### src/rtl/csvkh_pkg.sv
package csvkh_pkg;

  localparam int unsigned MAX_COLUMNS_DEFAULT = 64;
  localparam int unsigned QUEUE_DEPTH = 2;
  localparam int unsigned MASK_W = 64;
  localparam int unsigned PADDR_W = 4;

  localparam logic [7:0] CHAR_COMMA = 8'h2C;
  localparam logic [7:0] CHAR_NEWLINE = 8'h0A;
  localparam logic [31:0] KEY_SEED = 32'd3;
  localparam logic [7:0] COUNT_MAX = 8'd255;

  localparam logic REG_COLUMN_MASK = 1'b0;

  typedef struct packed {
    logic [7:0] byte_val;
    logic       hash_byte;
    logic       close;
    logic       select;
    logic       last;
    logic [7:0] count;
  } op_t;

endpackage

### src/rtl/csvkh_if.sv
interface csvkh_line_if;
  logic       valid;
  logic       ready;
  logic [7:0] line_byte;
  logic       end_of_line;

  modport source (output valid, output line_byte, output end_of_line, input ready);
  modport sink (input valid, input line_byte, input end_of_line, output ready);
endinterface

interface csvkh_result_if;
  logic        valid;
  logic        ready;
  logic [31:0] key_hash;
  logic [7:0]  tokens_seen;

  modport source (output valid, output key_hash, output tokens_seen, input ready);
  modport sink (input valid, input key_hash, input tokens_seen, output ready);
endinterface

### src/rtl/csvkh_front.sv
module csvkh_front #(
  parameter int unsigned MAX_COLUMNS = csvkh_pkg::MAX_COLUMNS_DEFAULT
) (
  input  logic                        clk,
  input  logic                        rst,
  input  logic [csvkh_pkg::MASK_W-1:0] column_mask,
  input  logic                        in_valid,
  output logic                        in_ready,
  input  logic [7:0]                  line_byte,
  input  logic                        end_of_line,
  output logic                        op_valid,
  input  logic                        op_ready,
  output csvkh_pkg::op_t              op
);

  logic       inside_token;
  logic       past_first_token;
  logic [7:0] token_number;
  logic       delim;
  logic       close;
  logic       select;
  logic [7:0] count_next;
  logic       accept;

  assign in_ready = op_ready;
  assign op_valid = in_valid;
  assign accept = in_valid && op_ready;

  assign delim = (line_byte == csvkh_pkg::CHAR_COMMA) ||
                 (past_first_token && line_byte == csvkh_pkg::CHAR_NEWLINE);
  assign close = delim ? inside_token : end_of_line;
  assign select = (32'(token_number) < MAX_COLUMNS) &&
                  (token_number < 8'(csvkh_pkg::MASK_W)) &&
                  column_mask[token_number[5:0]];
  assign count_next = (close && token_number != csvkh_pkg::COUNT_MAX) ?
                      token_number + 8'd1 : token_number;

  always_comb begin
    op.byte_val = line_byte;
    op.hash_byte = !delim;
    op.close = close;
    op.select = select;
    op.last = end_of_line;
    op.count = count_next;
  end

  always_ff @(posedge clk) begin
    if (rst) begin
      inside_token <= 1'b0;
      past_first_token <= 1'b0;
      token_number <= '0;
    end else if (accept) begin
      if (end_of_line) begin
        inside_token <= 1'b0;
        past_first_token <= 1'b0;
        token_number <= '0;
      end else begin
        inside_token <= !delim;
        past_first_token <= past_first_token || close;
        token_number <= count_next;
      end
    end
  end

endmodule

### src/rtl/csvkh_queue.sv
module csvkh_queue #(
  parameter int unsigned DEPTH = csvkh_pkg::QUEUE_DEPTH
) (
  input  logic           clk,
  input  logic           rst,
  input  logic           push_valid,
  output logic           push_ready,
  input  csvkh_pkg::op_t push_op,
  output logic           pop_valid,
  input  logic           pop_ready,
  output csvkh_pkg::op_t pop_op
);

  localparam int unsigned PTR_W = (DEPTH > 1) ? $clog2(DEPTH) : 1;
  localparam int unsigned CNT_W = $clog2(DEPTH + 1);

  csvkh_pkg::op_t entries [DEPTH];
  logic [PTR_W-1:0] wr_ptr;
  logic [PTR_W-1:0] rd_ptr;
  logic [CNT_W-1:0] fill;
  logic push;
  logic pop;

  assign push_ready = fill != CNT_W'(DEPTH);
  assign pop_valid = fill != '0;
  assign push = push_valid && push_ready;
  assign pop = pop_valid && pop_ready;
  assign pop_op = entries[rd_ptr];

  always_ff @(posedge clk) begin
    if (push) begin
      entries[wr_ptr] <= push_op;
    end
  end

  always_ff @(posedge clk) begin
    if (rst) begin
      wr_ptr <= '0;
      rd_ptr <= '0;
      fill <= '0;
    end else begin
      if (push) begin
        wr_ptr <= (wr_ptr == PTR_W'(DEPTH - 1)) ? '0 : wr_ptr + 1'b1;
      end
      if (pop) begin
        rd_ptr <= (rd_ptr == PTR_W'(DEPTH - 1)) ? '0 : rd_ptr + 1'b1;
      end
      if (push && !pop) begin
        fill <= fill + 1'b1;
      end else if (pop && !push) begin
        fill <= fill - 1'b1;
      end
    end
  end

  a_fill_bound: assert property (@(posedge clk) disable iff (rst)
    fill <= CNT_W'(DEPTH)) else $error("queue overfilled");

  a_empty_ptrs: assert property (@(posedge clk) disable iff (rst)
    fill == '0 |-> wr_ptr == rd_ptr) else $error("queue pointers disagree");

endmodule

### src/rtl/csvkh_back.sv
module csvkh_back (
  input  logic           clk,
  input  logic           rst,
  input  logic           op_valid,
  output logic           op_ready,
  input  csvkh_pkg::op_t op,
  output logic           out_valid,
  input  logic           out_ready,
  output logic [31:0]    key_hash,
  output logic [7:0]     tokens_seen
);

  logic [31:0] token_hash;
  logic [31:0] running_key;
  logic [31:0] byte_ext;
  logic [31:0] hash_next;
  logic [31:0] key_next;
  logic        out_free;
  logic        take;

  assign out_free = !out_valid || out_ready;
  assign op_ready = !op.last || out_free;
  assign take = op_valid && op_ready;

  assign byte_ext = {{24{op.byte_val[7]}}, op.byte_val};
  assign hash_next = op.hash_byte ?
                     (token_hash << 5) - token_hash + byte_ext : token_hash;
  assign key_next = (op.close && op.select) ?
                    (running_key << 4) + running_key + hash_next : running_key;

  always_ff @(posedge clk) begin
    if (rst) begin
      token_hash <= '0;
      running_key <= csvkh_pkg::KEY_SEED;
      out_valid <= 1'b0;
    end else begin
      if (out_valid && out_ready) begin
        out_valid <= 1'b0;
      end
      if (take) begin
        if (op.last) begin
          token_hash <= '0;
          running_key <= csvkh_pkg::KEY_SEED;
          out_valid <= 1'b1;
        end else begin
          token_hash <= op.close ? '0 : hash_next;
          running_key <= key_next;
        end
      end
    end
  end

  always_ff @(posedge clk) begin
    if (take && op.last) begin
      key_hash <= key_next;
      tokens_seen <= op.count;
    end
  end

  a_line_clears: assert property (@(posedge clk) disable iff (rst)
    take && op.last |=> running_key == csvkh_pkg::KEY_SEED && token_hash == '0)
    else $error("line state not cleared");

  a_result_held: assert property (@(posedge clk) disable iff (rst)
    out_valid && !out_ready |=> out_valid && $stable(key_hash))
    else $error("pending result lost");

endmodule

### src/rtl/csv_column_key_hash_top.sv
// CSV column key hasher: takes one byte of a text line per word, splits the line into
// comma-separated tokens (after the first token a newline also ends a token), hashes each
// token with h = 31*h + byte (sign-extended byte) and folds the tokens selected by
// column_mask into key = 17*key + h starting from 3; the word flagged end_of_line yields one
// result with the key and the token count (saturating at 255). Sustained rate is one byte per
// cycle unless the queue or a held result stalls, set by the token hash and key update in
// the back end; results are registered after the queue. column_mask sits at APB address 0
// (64-bit data), to be written by the user only while no line is in flight (unenforced).
module csv_column_key_hash_top #(
  parameter int unsigned MAX_COLUMNS = csvkh_pkg::MAX_COLUMNS_DEFAULT,
  parameter int unsigned QUEUE_DEPTH = csvkh_pkg::QUEUE_DEPTH
) (
  input  logic                          clk,
  input  logic                          rst,
  input  logic                          psel,
  input  logic                          penable,
  input  logic                          pwrite,
  input  logic [csvkh_pkg::PADDR_W-1:0] paddr,
  input  logic [csvkh_pkg::MASK_W-1:0]  pwdata,
  output logic [csvkh_pkg::MASK_W-1:0]  prdata,
  output logic                          pready,
  csvkh_line_if.sink                    line,
  csvkh_result_if.source                result
);

  logic [csvkh_pkg::MASK_W-1:0] column_mask;
  logic                         reg_hit;
  logic                         push_valid;
  logic                         push_ready;
  csvkh_pkg::op_t               push_op;
  logic                         pop_valid;
  logic                         pop_ready;
  csvkh_pkg::op_t               pop_op;

  assign pready = 1'b1;
  assign reg_hit = paddr[3] == csvkh_pkg::REG_COLUMN_MASK;
  assign prdata = reg_hit ? column_mask : '0;

  always_ff @(posedge clk) begin
    if (rst) begin
      column_mask <= '0;
    end else if (psel && penable && pwrite && pready && reg_hit) begin
      column_mask <= pwdata;
    end
  end

  csvkh_front #(.MAX_COLUMNS(MAX_COLUMNS)) u_front (
    .clk         (clk),
    .rst         (rst),
    .column_mask (column_mask),
    .in_valid    (line.valid),
    .in_ready    (line.ready),
    .line_byte   (line.line_byte),
    .end_of_line (line.end_of_line),
    .op_valid    (push_valid),
    .op_ready    (push_ready),
    .op          (push_op)
  );

  csvkh_queue #(.DEPTH(QUEUE_DEPTH)) u_queue (
    .clk        (clk),
    .rst        (rst),
    .push_valid (push_valid),
    .push_ready (push_ready),
    .push_op    (push_op),
    .pop_valid  (pop_valid),
    .pop_ready  (pop_ready),
    .pop_op     (pop_op)
  );

  csvkh_back u_back (
    .clk         (clk),
    .rst         (rst),
    .op_valid    (pop_valid),
    .op_ready    (pop_ready),
    .op          (pop_op),
    .out_valid   (result.valid),
    .out_ready   (result.ready),
    .key_hash    (result.key_hash),
    .tokens_seen (result.tokens_seen)
  );

endmodule

### src/flat_wrapper.sv
// flat-port wrapper written by rule: the top's interface ports become plain ports
module csv_column_key_hash_top_flat 
#(
  parameter int unsigned MAX_COLUMNS = csvkh_pkg::MAX_COLUMNS_DEFAULT,
  parameter int unsigned QUEUE_DEPTH = csvkh_pkg::QUEUE_DEPTH
)
  (clk, rst, psel, penable, pwrite, paddr, pwdata, prdata, pready, line_valid, line_line_byte, line_end_of_line, line_ready, result_valid, result_key_hash, result_tokens_seen, result_ready);
  csvkh_line_if line_i ();
  csvkh_result_if result_i ();
  input  logic clk;
  input  logic rst;
  input  logic psel;
  input  logic penable;
  input  logic pwrite;
  input  logic [csvkh_pkg::PADDR_W-1:0] paddr;
  input  logic [csvkh_pkg::MASK_W-1:0] pwdata;
  output logic [csvkh_pkg::MASK_W-1:0] prdata;
  output logic pready;
  input wire logic [$bits(line_i.valid)-1:0] line_valid;
  input wire logic [$bits(line_i.line_byte)-1:0] line_line_byte;
  input wire logic [$bits(line_i.end_of_line)-1:0] line_end_of_line;
  output wire logic [$bits(line_i.ready)-1:0] line_ready;
  output wire logic [$bits(result_i.valid)-1:0] result_valid;
  output wire logic [$bits(result_i.key_hash)-1:0] result_key_hash;
  output wire logic [$bits(result_i.tokens_seen)-1:0] result_tokens_seen;
  input wire logic [$bits(result_i.ready)-1:0] result_ready;
  assign line_i.valid = line_valid;
  assign line_i.line_byte = line_line_byte;
  assign line_i.end_of_line = line_end_of_line;
  assign line_ready = line_i.ready;
  assign result_valid = result_i.valid;
  assign result_key_hash = result_i.key_hash;
  assign result_tokens_seen = result_i.tokens_seen;
  assign result_i.ready = result_ready;
  csv_column_key_hash_top #(.MAX_COLUMNS(MAX_COLUMNS), .QUEUE_DEPTH(QUEUE_DEPTH)) u_core (.clk(clk), .rst(rst), .psel(psel), .penable(penable), .pwrite(pwrite), .paddr(paddr), .pwdata(pwdata), .prdata(prdata), .pready(pready), .line(line_i), .result(result_i));
endmodule
### config.mk
export PLATFORM = sky130hd
export DESIGN_NAME = csv_column_key_hash_top_flat
export DESIGN_NICKNAME = d
export VERILOG_FILES = /design/src/rtl/csvkh_pkg.sv /design/src/rtl/csvkh_if.sv /design/src/rtl/csvkh_front.sv /design/src/rtl/csvkh_queue.sv /design/src/rtl/csvkh_back.sv /design/src/rtl/csv_column_key_hash_top.sv /design/src/flat_wrapper.sv
export SDC_FILE = /design/constraint.sdc
export NUM_CORES = 1
export LEC_CHECK = 0
export ABC_CLOCK_PERIOD_IN_PS = 12600
export BUFFER_PORTS_ARGS = -buffer_cell sky130_fd_sc_hd__buf_4
export CAP_MARGIN = 15
export CORE_ASPECT_RATIO = 2
export CORE_MARGIN = 2
export CORE_UTILIZATION = 30
export DETAILED_ROUTE_END_ITERATION = 8
export PLACE_DENSITY = 0.59
export SYNTH_ARGS = -nofsm -noshare
export SYNTH_HDL_FRONTEND = slang
export SYNTH_HIERARCHICAL = 1
export SYNTH_SLANG_ARGS = --single-unit
### constraint.sdc
create_clock -name clk -period 12.6 [get_ports clk]
set_clock_uncertainty 0.05 [all_clocks]
set_input_delay 2.52 -clock clk [delete_from_list [all_inputs] [get_ports clk]]
set_output_delay 2.52 -clock clk [all_outputs]
set_load 0.005 [all_outputs]
==> results.ini <==
[synth]
synth_fa_ha_area_frac = 0.127
yosys.area.top_type = dfxtp_1
synth_ff_type = dfxtp_1
avgSynthCellArea_um2 = 9.45
yosys.area_share.simple = 0.187
synth_cell_type_count = 99
synth_area_leaders = dfxtp_1 (18%), edfxtp_1 (15%), fa_1 (7.1%)
synth_compound_area_frac = 0.154
synth_seq_cells = 224
synth.yosys.seq_area_share = 0.339
synth-edff-count = 80
synth-xor-area-share = 0.0264
synth_nets = 1862
yosys_warnings = 6
synthCells = 1652
synth_top_family_by_area = simple AND/OR/NAND/NOR gates
synthMuxAreaShare = 0.0962
async_flop_share = 0
yosysTopAreaCellShare = 0.185
netlist_area_um2 = 15600

[detailed_routing]
dr.pass1.iters = 5
routed-via-count = 12500
routed_wirelength_um = 46700
viasPerCell = 5.07
ant_nets = 0
drc = 0
wl_per_cell_um = 19.0
drtIter0Drc = 535

[floorplanning]
die_w_um = 165
core_um2 = 51500
start_util = 0.303
num_rows = 118
io_pins = 191
die_h_um = 327
dieArea_um2 = 54000

[worst_setup_path]
r2r_end = u_core/u_back/key_hash[29]
start_kind = flip-flop
path_max_fanout = 24
crit_required_ps = 12850
path_cells = mux2_2 -> inv_1 -> buf_4 -> fa_1 -> inv_1 -> ha_1 -> o21a_1 -> o21a_1 -> o22ai_1 -> a21oi_1 -> o21ai_2 -> a21boi_0 -> o31ai_1 -> fa_1 -> ha_1 -> a21o_1 -> o21a_1 -> a311o_1 -> o21a_1 -> o21bai_1 -> a21oi_1 -> o31ai_2 -> nor4b_1 -> a211o_1
arrival_ps = 7740
crit_top_cell = o21a_1
slowest_delay_ps = 880
endpoint_kind = flip-flop
path_depth = 24
reg2reg_slack_ps = 5110
worstSetupPathType = flip-flop to flip-flop
endpoint = u_core/u_back/key_hash[29]
crit_path_top_delay_cell = o31ai_1
path_delay_family = compound AO/OA/AOI/OAI gates
path_buf_inv = 3
r2r_cells = 24

[grt]
antenna_found_initial = 1
grtUsageTotal = 0.173
grt.overflow.total = 0
grt_pass1_vias = 13000
grt_max_degree = 140
grt_pass1_wl_um = 72300

[sta]
setup_tns_ps = 0
min_period_ps = 7490
rsz0062_at_grt = no
report.final.slew_viol_count = 0
setup_viol = 0
slew_headroom = 0.205
post-route-period-util = 0.595
hold_slack_ps = 435
hold_viol = 0
max_freq_mhz = 133
tightest_slew_ps = 1170

[clocking]
cts_tree = done
cts.sinks = 224
clkTransAtPathRegs_ps = 70
cts_buffer_depth = 3
postCtsSetupBuffers = 0
cts-root-buf = clkbuf_16
cts_hold_buf = 0
cts_resized = 0
clock_latency_ps = 570
cts_htree_levels = 1
numCtsBuffers = 25

[cells_and_area]
synthToLayoutAreaGrowth_pct = 17.3
multi_input_area_um2 = 9240
fin_nets = 1994
final_cells = 2463
num_antenna_cells = 0
register_area_um2 = 5290
fillers = 5191
drive_gt1_frac = 0.180

[placed_design]
io_buffers = 186
dpl.cell_count = 2416
gp_congestion = 0.924
hpwl_um = 35800

[status]
status = finished, final reports clean

[min_path]
hp-class = flip-flop to flip-flop

[flow_run]
drv_cap = 0

## worst min-delay path, delay by kind of cell (launching register included)
family / cells / cell delay (ps)
simple gates: 1 / 70
mux: 1 / 50
flops: 1 / 320
## layout make-up
| class | instances | share of cell area |
|---|---|---|
| Tap cell | 660 | 0.0451 |
| Clock inverter | 14 | 0.0103 |
| Sequential cell | 224 | 0.289 |
| Multi-Input combinational cell | 1186 | 0.505 |
| Clock buffer | 32 | 0.0384 |
| Inverter | 144 | 0.0295 |
| Timing Repair Buffer | 203 | 0.0833 |
## per-layer routing
metal	up-vias	wire, um	GRT usage
li1	6028	-	-
met1	5980	16100	0.168
met2	368	25300	0.334
met3	118	2320	0.0297
met4	2	2980	0.0960
met5	-	13	0
## cell families (layout without fill, tap and decap cells)
family,after synthesis,count (layout)
compound gates,342,342
xor+xnor,47,47
fa+ha+maj,126,126
buf+inv,242,393
flops,224,224
mux,127,127
other cells,1,1
simple gates,543,543
## stage by stage
stage,worst slack (ps),util,area (um2)
2_1_floorplan,5570,-,15600
3_3_place_gp,5240,0.338,17400
3_5_place_dp,5150,0.338,17400
4_1_cts,5120,0.355,18300
5_1_grt,4820,0.355,18300
6_report,5110,0.355,18300
## state kept, by name, summed over array words and instances, names as in the netlist, named ones only
signal / count
u_core/column_mask: 64
u_core/u_queue/entries: 40
u_core/u_back/key_hash: 32
u_core/u_back/running_key: 32
u_core/u_back/token_hash: 32
u_core/u_back/tokens_seen: 8
u_core/u_front/token_number: 8
u_core/u_queue/fill: 2
u_core/u_back/out_valid: 1
u_core/u_front/inside_token: 1
u_core/u_front/past_first_token: 1
u_core/u_queue/rd_ptr: 1
u_core/u_queue/wr_ptr: 1
## cell usage in the layout (no fill, tap or decap), types with 6 or more instances in the layout
cell	instances
buf_4	203
dfxtp_1	144
inv_1	144
nand2b_1	136
nor2_1	98
nand2_1	97
mux2i_1	81
edfxtp_1	80
ha_1	71
nor2b_1	70
a21oi_1	65
fa_1	55
o21ai_0	54
a21o_1	35
a22oi_1	34
mux2_2	29
nand3_1	27
clkbuf_16	26
xnor2_1	26
nor3_1	26
o21a_1	22
xor2_1	21
or3_1	15
o31ai_1	15
mux4_2	15
and3_1	13
a211oi_1	12
o21bai_1	12
a31oi_1	11
nor4_1	8
o211ai_1	8
a22o_1	8
nand4_1	6
o22ai_1	6
and2_1	6
## synthesized netlist by cell type, types with 6 or more instances
cell and number:
nand2b_1 136, a22o_1 8, a21o_1 35, buf_12 6, nor2_1 99, a21oi_1 65, nor4_1 8, dfxtp_1 144
buf_2 12, nand4_1 6, o22ai_1 6, buf_4 15, xnor2_1 26, ha_1 71, and3_1 13, or3_1 15
nor2b_1 70, o211ai_1 8, mux2i_1 81, o21ai_0 55, xor2_1 21, fa_1 55, mux2_2 29, o21bai_1 12
nor3_1 26, and2_1 6, clkbuf_1 57, edfxtp_1 80, nand3_1 27, inv_1 144, o31ai_1 15, nand2_1 97
o21a_1 22, a211oi_1 12, mux4_2 15, a22oi_1 34, a31oi_1 11
## worst min path at each step
stage / startpoint / end / slack, ps / cells past startpoint
after CTS: u_core/u_back/running_key[12] / u_core/u_back/running_key[12] / 420 / 2
after global routing: u_core/column_mask[28] / u_core/column_mask[28] / 460 / 2
after floorplan: u_core/u_back/running_key[12] / u_core/u_back/running_key[12] / 390 / 2
after detailed placement: u_core/u_back/running_key[12] / u_core/u_back/running_key[12] / 400 / 2
after global placement: u_core/u_back/running_key[12] / u_core/u_back/running_key[12] / 400 / 2
final: u_core/column_mask[10] / u_core/column_mask[10] / 430 / 2
Power is not shown: default switching activity piles up to over one toggle a cycle in this logic, so the estimate is an artifact.
